$ cat config.mk
export PLATFORM = sky130hd
export DESIGN_NAME = bdq_cell
export DESIGN_NICKNAME = d
export VERILOG_FILES = /design/src/rtl/core/bdq_pkg.sv /design/src/rtl/core/bdq_cell.sv
export SDC_FILE = /design/constraint.sdc
export NUM_CORES = 1
export LEC_CHECK = 0
export ABC_AREA = 1
export ABC_CLOCK_PERIOD_IN_PS = 3350
export CELL_PAD_IN_SITES_DETAIL_PLACEMENT = 1
export CELL_PAD_IN_SITES_GLOBAL_PLACEMENT = 2
export CORE_MARGIN = 4
export CORE_UTILIZATION = 31
export DETAILED_ROUTE_END_ITERATION = 6
export DONT_BUFFER_PORTS = 1
export GPL_TIMING_DRIVEN = 0
export PLACE_DENSITY = 0.9
export SKIP_LAST_GASP = 1
export SYNTH_ARGS = -nofsm -noshare
export SYNTH_HDL_FRONTEND = slang
export SYNTH_SLANG_ARGS = --single-unit
$ cat constraint.sdc
create_clock -name clk_i -period 3.35 [get_ports clk_i]
set_input_delay 0.335 -clock clk_i [delete_from_list [all_inputs] [get_ports clk_i]]
set_output_delay 0.335 -clock clk_i [all_outputs]
set_load 0.02 [all_outputs]
$ cat src/rtl/core/bdq_pkg.sv
// package: sizes, payload types, action codes and cell controls for the deque
`timescale 1ns / 1ps

package bdq_pkg;

  localparam int DEPTH     = 1024;
  localparam int DATA_W    = 32;
  localparam int CNT_W     = $clog2(DEPTH + 1);
  localparam int CAP_W     = 11;
  localparam int CAP_RESET = 1024;

  // rear value gather tree: leaves per group and number of groups
  localparam int GRP_SIZE  = 32;
  localparam int NUM_GRP   = (DEPTH + GRP_SIZE - 1) / GRP_SIZE;

  localparam int PADDR_W   = 3;
  localparam int PDATA_W   = 32;
  localparam int REG_IDX_W = PADDR_W - 2;
  localparam logic [REG_IDX_W-1:0] REG_CAPACITY = '0;

  localparam logic [2:0] ACT_PUSH_FRONT = 3'd0;
  localparam logic [2:0] ACT_PUSH_REAR  = 3'd1;
  localparam logic [2:0] ACT_POP_FRONT  = 3'd2;
  localparam logic [2:0] ACT_POP_REAR   = 3'd3;
  localparam logic [2:0] ACT_STATUS     = 3'd4;

  typedef enum logic [2:0] {
    CELL_HOLD,
    CELL_PUSH_FRONT,
    CELL_PUSH_REAR,
    CELL_POP_FRONT,
    CELL_POP_REAR
  } cell_op_e;

  typedef struct packed {
    cell_op_e                op;
    logic [DATA_W-1:0]       value;
  } cell_ctrl_t;

  typedef struct packed {
    logic [2:0]               action;
    logic signed [DATA_W-1:0] value;
  } in_t;

  typedef struct packed {
    logic                     ok;
    logic signed [DATA_W-1:0] front_value;
    logic signed [DATA_W-1:0] rear_value;
    logic                     empty_res;
    logic                     full_res;
  } out_t;

endpackage

$ cat src/rtl/core/bdq_cell.sv
// one deque cell: a data word and an occupied bit, shifting with its neighbors
`timescale 1ns / 1ps

module bdq_cell (
  input  logic                       clk_i,
  input  logic                       rst_ni,
  input  bdq_pkg::cell_ctrl_t        ctrl_i,
  input  logic                       left_valid_i,
  input  logic [bdq_pkg::DATA_W-1:0] left_data_i,
  input  logic                       right_valid_i,
  input  logic [bdq_pkg::DATA_W-1:0] right_data_i,
  output logic                       valid_o,
  output logic [bdq_pkg::DATA_W-1:0] data_o,
  output logic [bdq_pkg::DATA_W-1:0] rear_cand_o
);
  import bdq_pkg::*;

  logic              valid_d, valid_q;
  logic [DATA_W-1:0] data_d, data_q;

  // occupied bits form a thermometer: pushes grow it, pops shrink it
  always_comb begin
    valid_d = valid_q;
    data_d  = data_q;
    case (ctrl_i.op)
      CELL_PUSH_FRONT: begin
        valid_d = left_valid_i;
        data_d  = left_data_i;
      end
      CELL_PUSH_REAR: begin
        valid_d = left_valid_i;
        // first free cell takes the new rear entry
        if (left_valid_i && !valid_q) begin
          data_d = ctrl_i.value;
        end
      end
      CELL_POP_FRONT: begin
        valid_d = right_valid_i;
        data_d  = right_data_i;
      end
      CELL_POP_REAR: begin
        valid_d = right_valid_i;
      end
      default: begin
        valid_d = valid_q;
      end
    endcase
  end

  always_ff @(posedge clk_i or negedge rst_ni) begin
    if (!rst_ni) begin
      valid_q <= 1'b0;
    end else begin
      valid_q <= valid_d;
    end
  end

  always_ff @(posedge clk_i) begin
    data_q <= data_d;
  end

  assign valid_o     = valid_q;
  assign data_o      = data_q;
  // only the last occupied cell contributes to the rear value
  assign rear_cand_o = (valid_q && !right_valid_i) ? data_q : '0;

endmodule

# After elaboration in Yosys (flattened, before gate mapping)
# Index checks and enable logic that the tools add are counted.
# totals
input_bits	103
wordCells	20
output_inout_bits	65
register_bits	33
# op_classes
reduce_logical	9
n_eq_ne	5
mux	4
# ops
op	count
$pmux 32 s3	1
$mux 32	2
$eq 3x2->1 const B	2
$reduce_or 2->1	2
$eq 3x1->1 const B	1
$eq 3x3->1 const B	1
$reduce_bool 3->1	1
$logic_and 1x1->1	2
$logic_not 1->1	2
$ne 2x2->1 const B	1
$pmux 1 s2	1
$reduce_and 2->1	1
$reduce_bool 2->1	1

# Depth between registers and ports, before layout
# Gate-level depths: netlist of run 1.
# depth
ltp_word	4
depth_mapped	8
ltp_nobuf	7

# Worst setup path before layout of run 1
# No wires, ideal clock.
# synth_timing
path_type	input-to-reg
startpoint	input port ctrl_i[34] (netlist bit)
endpoint	register data_q[0], in the netlist data_o[0] (enable)
required_time_ns	2.914
slack_ns	0.526
arrival_ns	2.388
n_path_buf	1
cell_stages	5
setup_time_ns	0.436
path_cell_list	inv_1 -> nand2_4 -> nor2_8 -> buf_6 -> a22oi_1
# synth_via
elab_chain_cells	3
elab_cells_between_ends	6
cone_classes	4 x eq/ne; 2 x reduce/logical
# synth_lines
element	line_no	source
start: declaration	bdq_cell.sv:7	input bdq_pkg::cell_ctrl_t ctrl_i,
$eq 3x2->1 or $eq 3x1->1 (tied branches)	bdq_cell.sv:25	case (ctrl_i.op)
$ne 2x2->1 (no line) or $reduce_bool 3->1 (tied branches)	--	
$reduce_and 2->1 (no line) (*)	--	
end signal: assignment	bdq_cell.sv:59	data_q <= data_d;
end: declaration	bdq_cell.sv:19	logic [DATA_W-1:0] data_d, data_q;
# Every way passes the cells marked *; elsewhere a longest branch is shown, timed or not.
# A chain may end at the register's enable or synchronous reset.

# Worst setup path after layout of run 1
# layout_timing
startpoint	register valid_q, in the netlist valid_o
endpoint	register data_q[24], in the netlist data_o[24] (enable)
# layout_via
elab_chain_cells	4
# layout_lines
element	line_no	source
start: declaration	bdq_cell.sv:18	logic valid_d, valid_q;
start signal: assignment	bdq_cell.sv:54	valid_q <= valid_d;
$logic_not 1->1	bdq_cell.sv:33	if (left_valid_i && !valid_q) begin
$logic_and 1x1->1	bdq_cell.sv:33	
$ne 2x2->1 (no line)	--	
$reduce_and 2->1 (no line)	--	
# No other way between the ends.

==> results of run 1 <==
state kept, by name, indices dropped and copies added, names as in the netlist:
register / cells
valid_o: 1
data_o: 32
Yosys cell counts:
master / instances / area share, %
sky130_fd_sc_hd__buf_4: 4 / 1.5
sky130_fd_sc_hd__nor2_8: 1 / 0.99
sky130_fd_sc_hd__edfxtp_1: 32 / 47
sky130_fd_sc_hd__a22oi_1: 13 / 4.8
sky130_fd_sc_hd__nand2_4: 1 / 0.56
sky130_fd_sc_hd__buf_2: 3 / 0.74
sky130_fd_sc_hd__nand2_1: 61 / 11
sky130_fd_sc_hd__or2_1: 1 / 0.31
sky130_fd_sc_hd__nand3_1: 55 / 14
sky130_fd_sc_hd__dfrtp_1: 1 / 1.2
sky130_fd_sc_hd__clkbuf_1: 3 / 0.56
sky130_fd_sc_hd__buf_6: 7 / 3.9
sky130_fd_sc_hd__inv_2: 1 / 0.19
sky130_fd_sc_hd__inv_1: 35 / 6.5
sky130_fd_sc_hd__nor2_1: 33 / 6.1
sky130_fd_sc_hd__nand3b_1: 1 / 0.37
worst min-delay path by stage:
stage               depth (start not counted)          to  startpoint
floorplan                                   0     valid_o      rst_ni
global placement                            0     valid_o      rst_ni
detailed placement                          0     valid_o      rst_ni
CTS                                         1     valid_o      rst_ni
global route                                1     valid_o      rst_ni
finish                                      2  data_o[26]  ctrl_i[26]
metal layers:
| metal | wire (microns) | share of wire, % | vias up | GRT usage (%) |
|---|---|---|---|---|
| met5 | 0 | 0 | - | 0 |
| met4 | 65 | 0.99 | 0 | 4.53 |
| met3 | 723 | 11 | 6 | 6.89 |
| met2 | 3360 | 51 | 111 | 28.5 |
| met1 | 2420 | 37 | 813 | 18.0 |
| li1 | - | - | 836 | - |
cell families (layout without fill, tap and decap cells):
| family | Yosys count | after routing |
|---|---|---|
| compound gates | 13 | 13 |
| buf+inv | 53 | 63 |
| flops | 33 | 33 |
| simple gates | 153 | 153 |
metrics by stage:
step / area (sq um) / hold WS (ps) / utilization, % / setup WS, ps / cells
floorplan: 2030 / 39.4 / - / 526 / 252
global placement: 2120 / 39.4 / 33.4 / -346 / 329
detailed placement: 2160 / 39.4 / 34.0 / 1060 / 330
CTS: 2250 / 243 / 35.4 / 1230 / 339
global route: 2250 / 247 / 35.4 / 1160 / 339
finish: 2250 / 252 / 35.4 / 1280 / 339
final cells by class:
| cell class | count | area [sq um] | area share, % |
|---|---|---|---|
| sequential | 33 | 986 | 43.9 |
| multi-input combinational | 166 | 776 | 34.5 |
| buffer | 17 | 135 | 6.01 |
| inverter | 36 | 135 | 6.01 |
| tap | 77 | 96.3 | 4.29 |
| clock buffer | 5 | 68.8 | 3.06 |
| timing repair buffer | 2 | 37.5 | 1.67 |
| clock inverter | 3 | 12.5 | 0.557 |
power by group:
part           internal [W]  switching [W]
clock              0.000140       0.000152
sequential         0.000502      0.0000646
combinational     0.0000609       0.000138
==> impl_metrics.yaml, run 1 <==
sta:
  grt_setup_unrepaired: "no"
  fin_skew_ps: 4.32
  max_freq_ghz: 0.484
  max-slew-margin-rel_pct: 24.9
  post-route-min-period_ps: 2070
  slew_violations: 0
  post-route-period-util_pct: 61.7
  timing_hold_violations_final: 0
  tightest_slew_ps: 1130
  totalNegativeSetupSlack_ps: 0
  setup_viols_final: 0
worst_setup_path:
  startpoint: "valid_o"
  timing.critical_path.to: "data_o[24]"
  worstPathMaxFanout: 17
  critPathArrivalTime_ps: 2060
  startpoint_type: "flop"
  critPathTopFamily: "compound AO/OA/AOI/OAI gates"
  timing.critical_path.slowest_cell_delay_ps: 900
  crit_path_top_delay_cell: "sky130_fd_sc_hd__a22oi_2"
  setup.worst_path.end_class: "flop"
  worstPathRequired_ps: 3340
  cp_num_buf_inv: 2
  rr_startpoint: "valid_o"
  timing.reg2reg.worst_path_depth: 4
  r2r_end: "data_o[24]"
  cp_num_cells: 4
  worst-r2r-setup-slack_ps: 1280
  criticalPathCategory: "flop to flop"
  crit_path_cell_trace: "inv_1 > nand2_1 > a22oi_2 > buf_16"
clock_tree:
  cts-resized-gates: 0
  cts_post_setup_buffers_inserted: 0
  cts_max_level: 2
  clkSinkCount: 33
  cts_hold_buf: 1
  cts.reportedPaths.clkPinSlew_ps: 70
  cts_tree: "done"
  cts_buffers: 5
  cts_root_buf: "sky130_fd_sc_hd__clkbuf_8"
  clkLatencyLatePin_ps: 280
  max-clock-path-buffers: 2
synth:
  synth.net_count: 355
  synthXorXnorAreaFrac_pct: 0
  synth_simple_gate_area_share_pct: 33.2
  synth_top_family_by_area: "simple AND/OR/NAND/NOR gates"
  synthAdderAreaFrac_pct: 0
  synth_cell_area_sq_um: 2030
  ys_seq_elements: 33
  synth_mux_area_share_pct: 0
  synth_compound_area_share_pct: 4.81
  synth_sequential_area_ratio_pct: 48.6
  synthesized_area_per_cell_sq_um: 8.04
  synth_cell_type_count: 16
  synthesis.instances: 252
  yosys_warnings: 0
route:
  drt_iter0_drc: 62
  num_vias: 1766
  drt-vias-per-instance: 5.21
  detailedRoute.firstPassIterationCount: 4
  wire_per_inst_microns: 19.4
  remaining_drc_errors: 0
  number_of_antenna_violating_nets_in_the_routed_design: 0
  detail_route.wirelength_microns: 6570
global_routing:
  antenna_found_initial: 0
  grt_pass1_wl_microns: 9550
  grt.overflow.total: 0
  grt_start_max_net_pins: 18
  gr-usage-all-layers_pct: 16.3
  vias_in_the_first_global_route: 1847
die:
  die_area_sq_um: 7900
  placeableCoreArea_sq_um: 6350
  die_x_microns: 88.9
  io-pin-count: 168
  rows: 29
  start_util_pct: 31.9
  die_h_microns: 88.9
power:
  power_dens_cells_nw_per_um2: 470
  total_power_w: 0.00106
  max-vdd-ir-drop_uv: 184
  p_leak_nw: 1.03
place:
  globalplace.congestion: 0.732
  detailedPlacementHpwl_microns: 5190
  placement.io_buffers: 0
layout:
  layout.cells.most_common_list: "61 x sky130_fd_sc_hd__nand2_1, 55 x sky130_fd_sc_hd__nand3_1, 35 x sky130_fd_sc_hd__inv_1"
  area_growth_synth_to_finish_pct: 10.9
  design.final.nets: 364
  num_antenna_cells: 0
  drive_above_1_share_pct: 9.54
  leading_cell_type_in_the_layout_fill_and_taps_excluded: "sky130_fd_sc_hd__nand2_1"
  nFillCells: 771
run_status:
  result_of_the_run: "finished clean"
job:
  maxCapViolations: 0
worst_hold_path:
  worstHoldPathType: "primary input to flop"
(Power assumes the default switching activity.)
==> run 2, diff against run 1 <==
ABC_AREA = 0   (was 1)
ABC_CLOCK_PERIOD_IN_PS = 1800   (was 3350)
CORE_UTILIZATION = 29   (was 31)
PLACE_DENSITY = 0.85   (was 0.9)
clock period = 1.8 ns   (was 3.35 ns; I/O delays follow)
==> run 2 against run 1 <==
Net effect:
- combinational power rose by 66%
- worst hold slack got worse by 190 ps
- largest cell class unchanged
- critical endpoint is now rear_cand_o[5]
- synthesized cell count decreased by 25%
- utilization fell by 1.6 points
==> impl_metrics.yaml, run 2 <==
run_status:
  result_of_the_run: "finished clean"
synth:
  synthesized_area_per_cell_sq_um: 10.3
  synth_cell_area_sq_um: 1950
  synthTopCellsByArea: "sky130_fd_sc_hd__edfxtp_1 49%, sky130_fd_sc_hd__mux2i_1 17%, sky130_fd_sc_hd__and2_1 10%, sky130_fd_sc_hd__o21ai_0 6.4%, sky130_fd_sc_hd__nand2_1 6.3%"
  synth-edff-count: 32
  synthesis.instances: 189
  synth_cell_type_count: 19
  synth_top_flop_cell: "sky130_fd_sc_hd__edfxtp_1"
  synth_sequential_area_ratio_pct: 50.4
  synth_top_area_cell: "sky130_fd_sc_hd__edfxtp_1"
  netlist_top_cells_count: "33 x sky130_fd_sc_hd__mux2i_1, 33 x sky130_fd_sc_hd__nand2_1, 32 x sky130_fd_sc_hd__and2_1, 32 x sky130_fd_sc_hd__edfxtp_1, 25 x sky130_fd_sc_hd__o21ai_0"
  async_reset_ff_share_pct: 3.03
  post-synth-top-area-fraction_pct: 49.2
  ys_seq_elements: 33
  yosys_warnings: 0
  synth.net_count: 292
die:
  die_area_sq_um: 8120
  rows: 29
  io-pin-count: 168
  die_h_microns: 90.1
  start_util_pct: 30.3
  placeableCoreArea_sq_um: 6460
  die_x_microns: 90.1
clock_tree:
  max-clock-path-buffers: 2
  cts.reportedPaths.clkPinSlew_ps: 70
  clkSinkCount: 33
  clkLatencyLatePin_ps: 280
  cts_root_buf: "sky130_fd_sc_hd__clkbuf_8"
  cts_buffers: 5
  cts_max_level: 2
  cts_tree: "done"
job:
  maxCapViolations: 0
route:
  drt_iter0_drc: 42
  number_of_antenna_violating_nets_in_the_routed_design: 0
  wire_per_inst_microns: 22.0
  num_vias: 1498
  detail_route.wirelength_microns: 6060
  detailedRoute.firstPassIterationCount: 4
  drt-vias-per-instance: 5.45
  remaining_drc_errors: 0
sta:
  post-route-min-period_ps: 1690
  setup_viols_final: 0
  fin_skew_ps: 2.66
  slew_violations: 0
  post-route-period-util_pct: 94.0
  max-slew-margin-rel_pct: 64.5
  totalNegativeSetupSlack_ps: 0
  worst_hold_slack_ps: 64.4
  tightest_slew_ps: 530
  grt_setup_unrepaired: "yes"
  max_freq_ghz: 0.591
  timing_hold_violations_final: 0
layout:
  final_cell_count_no_fill: 275
  design.final.nets: 301
  drive_above_1_share_pct: 17.7
  area_growth_synth_to_finish_pct: 11.7
  num_antenna_cells: 0
  layout.cells.most_common_list: "33 x sky130_fd_sc_hd__mux2i_1, 33 x sky130_fd_sc_hd__nand2_1, 32 x sky130_fd_sc_hd__edfxtp_1"
  largest_register_ff_count: 32
worst_hold_path:
  worstHoldPathType: "primary input to flop"
worst_setup_path:
  rr_startpoint: "valid_o"
  startpoint: "valid_o"
  worst-r2r-setup-slack_ps: 130
  startpoint_type: "flop"
  timing.critical_path.to: "rear_cand_o[5]"
  timing.reg2reg.worst_path_depth: 3
  criticalPathCategory: "flop to output port"
  worstPathMaxFanout: 10
  r2r_end: "data_o[19]"
  worstPathRequired_ps: 1620
  critPathArrivalTime_ps: 1510
  setup.worst_path.end_class: "output port"
power:
  p_leak_nw: 0.886
  total_power_w: 0.00186
  power_dens_cells_nw_per_um2: 851
  max-vdd-ir-drop_uv: 237
global_routing:
  grt.overflow.total: 0
  grt_start_max_net_pins: 17
  gr-usage-all-layers_pct: 14.5
  vias_in_the_first_global_route: 1635
  grt_pass1_wl_microns: 9040
  antenna_found_initial: 0
place:
  numPlacedInstances: 266
  globalplace.congestion: 0.805
  placement.io_buffers: 0
  detailedPlacementHpwl_microns: 4590
-- run 2: cell types whose count changed in the layout (fill, tap and decap cells not counted), sizes merged, moves of 2 or more --
cell / delta
a22oi: -13
and2: +32
buf: -4
clkinv: -2
inv: -35
mux2i: +33
nand2: -29
nand2b: +2
nand3: -55
nor2: -29
o21ai: +32
-- run 2: metal layers --
metal  global-route usage [%]  share of wire, %  wire, microns  up-vias
met3                     6.43                11            644        8
met1                     15.1                37           2230      709
met5                        0                 0              0        -
li1                         -                 -              -      680
met4                     4.46               1.4             87        0
met2                     26.3                51           3100      101
-- run 2: cell type report --
type / count / area [sq um]
fillers: 747 / 4280
flip-flops and latches: 33 / 987
plain buffers: 14 / 87.6
inverters: 1 / 3.75
repair buffers: 1 / 10.0
well taps: 77 / 96.3
multi-input cells: 142 / 922
clock inverters: 1 / 3.75
clock buffers: 6 / 72.6
-- run 2: critical path, cell delays in order (launching register included) --
cell                       delay, ps
sky130_fd_sc_hd__dfrtp_2         460
sky130_fd_sc_hd__inv_1           110
sky130_fd_sc_hd__nor2_2          170
sky130_fd_sc_hd__clkbuf_4        230
sky130_fd_sc_hd__and2_1          260
-- run 2: where the power goes --
part,switching (W),leakage (nW),internal [W]
Clock,0.000266,0.0387,0.000261
Sequential,0.0000895,0.315,0.000913
Combinational,0.000213,0.533,0.000117
-- run 2: cells by family (layout without fill, tap and decap cells) --
logic type / Yosys count / count (layout) / synth area share, %
compound gates: 36 / 36 / 9.86
buf+inv: 15 / 23 / 4.22
flops: 33 / 33 / 50.4
mux: 34 / 34 / 17.5
simple gates: 71 / 72 / 18.0
-- run 2: metrics by stage --
stage | setup WS [ps] | util, % | cell area [sq um]
3_3_place_gp | -156 | 31.9 | 2060
5_1_grt | -24.4 | 33.8 | 2180
6_report | 109 | 33.8 | 2180
4_1_cts | -66.0 | 33.5 | 2170
2_1_floorplan | 212 | - | 1960
3_5_place_dp | -155 | 31.9 | 2060
-- run 2: how the worst min path moves through the flow --
| stage | startpoint | to | slack [ps] | cells past startpoint |
|---|---|---|---|---|
| 2_1_floorplan | rst_ni | valid_o | -120 | 0 |
| 3_3_place_gp | rst_ni | valid_o | -120 | 0 |
| 3_5_place_dp | rst_ni | valid_o | -120 | 0 |
| 4_1_cts | right_valid_i | valid_o | 60 | 1 |
| 5_1_grt | right_valid_i | valid_o | 60 | 1 |
| 6_report | right_valid_i | valid_o | 60 | 1 |
-- run 2: timing repair --
item,in CTS,in global routing
endpoints found under the setup margin,62,30
cloned,1,0
hold buffers,1,0
endpoints found under the hold margin,1,0
buffers inserted,0,0
resized for setup,7,14
==> run 3, diff against run 2 <==
ABC_CLOCK_PERIOD_IN_PS = 2170   (was 1800)
CORE_UTILIZATION = 35   (was 29)
PLACE_DENSITY = 0.94   (was 0.85)
SETUP_SLACK_MARGIN = 0.5   (was unset)
clock period = 2.17 ns   (was 1.8 ns; I/O delays follow)
==> run 3 against run 2 <==
Net effect:
- utilization increased by 9.8 points
- worst hold slack improved by 43 ps
- clock power down 2%
- power shrank 11%
- final cell count decreased by 1.1%
- routed wire length down 2.8%
- flip-flop and latch count stayed put
- first-iteration DRC count up 50%
==> impl_metrics.yaml, run 3 (synthesis results as in run 2) <==
global_routing:
  antenna_found_initial: 0
  grt.overflow.total: 0
  gr-usage-all-layers_pct: 16.5
  vias_in_the_first_global_route: 1562
  grt_start_max_net_pins: 17
  grt_pass1_wl_microns: 8190
clock_tree:
  clkSinkCount: 33
  cts.reportedPaths.clkPinSlew_ps: 70
  cts_tree: "done"
  cts_buffers: 5
  cts_max_level: 2
  clkLatencyLatePin_ps: 280
  max-clock-path-buffers: 2
  cts_root_buf: "sky130_fd_sc_hd__clkbuf_8"
worst_setup_path:
  critPathArrivalTime_ps: 1390
  worstPathRequired_ps: 1950
  timing.critical_path.slowest_cell_delay_ps: 460
  startpoint: "valid_o"
  r2r_end: "data_o[0]"
  worstPathMaxFanout: 10
  crit_path_top_delay_cell: "sky130_fd_sc_hd__dfrtp_2"
  startpoint_type: "flop"
  crit_path_cell_trace: "inv_2 > nor2_4 > clkbuf_8 > and2_2"
  cp_num_cells: 4
  criticalPathCategory: "flop to output port"
  timing.reg2reg.worst_path_depth: 4
  setup.worst_path.end_class: "output port"
  cp_num_buf_inv: 2
  worst-r2r-setup-slack_ps: 630
  rr_startpoint: "valid_o"
  critPathTopFamily: "flip-flops"
worst_hold_path:
  hold-path-endpoint: "valid_o"
  hold_path.startpoint: "right_valid_i"
  worst_hold_path.num_cells: 1
  worstHoldPathType: "primary input to flop"
sta:
  timing_hold_violations_final: 0
  setup_viols_final: 0
  final.setup.worst_slack_ps: 564
  slew_violations: 0
  post-route-period-util_pct: 74.0
  worst_hold_slack_ps: 108
  max-slew-margin-rel_pct: 62.6
  post-route-min-period_ps: 1610
  tightest_slew_ps: 558
  totalNegativeSetupSlack_ps: 0
  max_freq_ghz: 0.623
  grt_setup_unrepaired: "yes"
  fin_skew_ps: 1.48
place:
  globalplace.congestion: 0.742
  pre_cts_slack_ps: 171
  placement.io_buffers: 0
  detailedPlacementHpwl_microns: 4510
die:
  die_area_sq_um: 6840
  rows: 26
  placeableCoreArea_sq_um: 5270
  die_x_microns: 82.7
  io-pin-count: 168
  start_util_pct: 37.1
  die_h_microns: 82.7
route:
  num_vias: 1477
  remaining_drc_errors: 0
  drt-vias-per-instance: 5.43
  wire_per_inst_microns: 21.6
  detail_route.wirelength_microns: 5890
  number_of_antenna_violating_nets_in_the_routed_design: 0
  detailedRoute.firstPassIterationCount: 4
  drt_iter0_drc: 63
job:
  maxCapViolations: 0
layout:
  largest_register_ff_count: 32
  num_antenna_cells: 0
  nFillCells: 585
  drive_above_1_share_pct: 30.2
  layout.cells.most_common_list: "33 x sky130_fd_sc_hd__mux2i_1, 33 x sky130_fd_sc_hd__nand2_1, 32 x sky130_fd_sc_hd__edfxtp_1"
  area_growth_synth_to_finish_pct: 17.5
  design.final.nets: 304
power:
  power_dens_cells_nw_per_um2: 720
  p_leak_nw: 0.946
  max-vdd-ir-drop_uv: 288
run_status:
  result_of_the_run: "finished clean"
==> run 3: changes by cell type in the layout (fill, tap and decap cells not counted), sizes merged <==
cell | before | now
buf | 11 | 14
clkbuf | 9 | 10
==> run 3: worst max path at each step <==
stage | end | slack (ps)
finish | rear_cand_o[18] | 560
floorplan | data_o[0] | 570
detailed placement | data_o[2] | 170
CTS | rear_cand_o[1] | 480
global route | rear_cand_o[18] | 470
global placement | data_o[5] | 240
==> run 3: cell type report <==
class / instances / area (sq um) / area share [%]
clock buffer: 7 / 96.3 / 4.19
multi-input combinational: 142 / 953 / 41.5
timing repair buffer: 4 / 57.6 / 2.51
inverter: 1 / 3.75 / 0.163
tap: 70 / 87.6 / 3.81
sequential: 33 / 987 / 43.0
clock inverter: 1 / 5.00 / 0.218
buffer: 14 / 106 / 4.63
==> run 3: layer usage <==
layer	track usage [%]	wire (microns)
met3	4.88	525
met4	4.41	41
met1	19.7	2210
met2	28.7	3110
met5	0	0
==> run 3: worst reg2reg max path, stage by stage, from the launching register on <==
cell	delay, ps
sky130_fd_sc_hd__dfrtp_2	460
sky130_fd_sc_hd__inv_2	90
sky130_fd_sc_hd__a31oi_1	490
sky130_fd_sc_hd__nor2_4	90
sky130_fd_sc_hd__buf_12	170
==> run 3: where the power goes <==
part           switching, W  internal [W]
clock network      0.000231      0.000287
logic              0.000181      0.000123
registers         0.0000747      0.000757
total              0.000487       0.00117
==> run 3: metrics by stage <==
stage / cells / utilization (%) / power [W] / instance area (sq um)
finish: 272 / 43.6 / 0.00165 / 2300
global route: 272 / 43.6 / 0.00175 / 2300
CTS: 271 / 43.1 / 0.00167 / 2270
detailed placement: 259 / 38.9 / 0.00111 / 2050
global placement: 259 / 38.9 / 0.00110 / 2050
floorplan: 189 / - / 0.00105 / 1960
==> run 3: what timing repair did <==
action,4_1_cts,5_1_grt
endpoints found under the hold margin,1,0
hold buffers,1,0
setup buffers,2,1
endpoints found under the setup margin,64,48
pin swaps,2,2
resized for setup,44,4
gates cloned,1,0
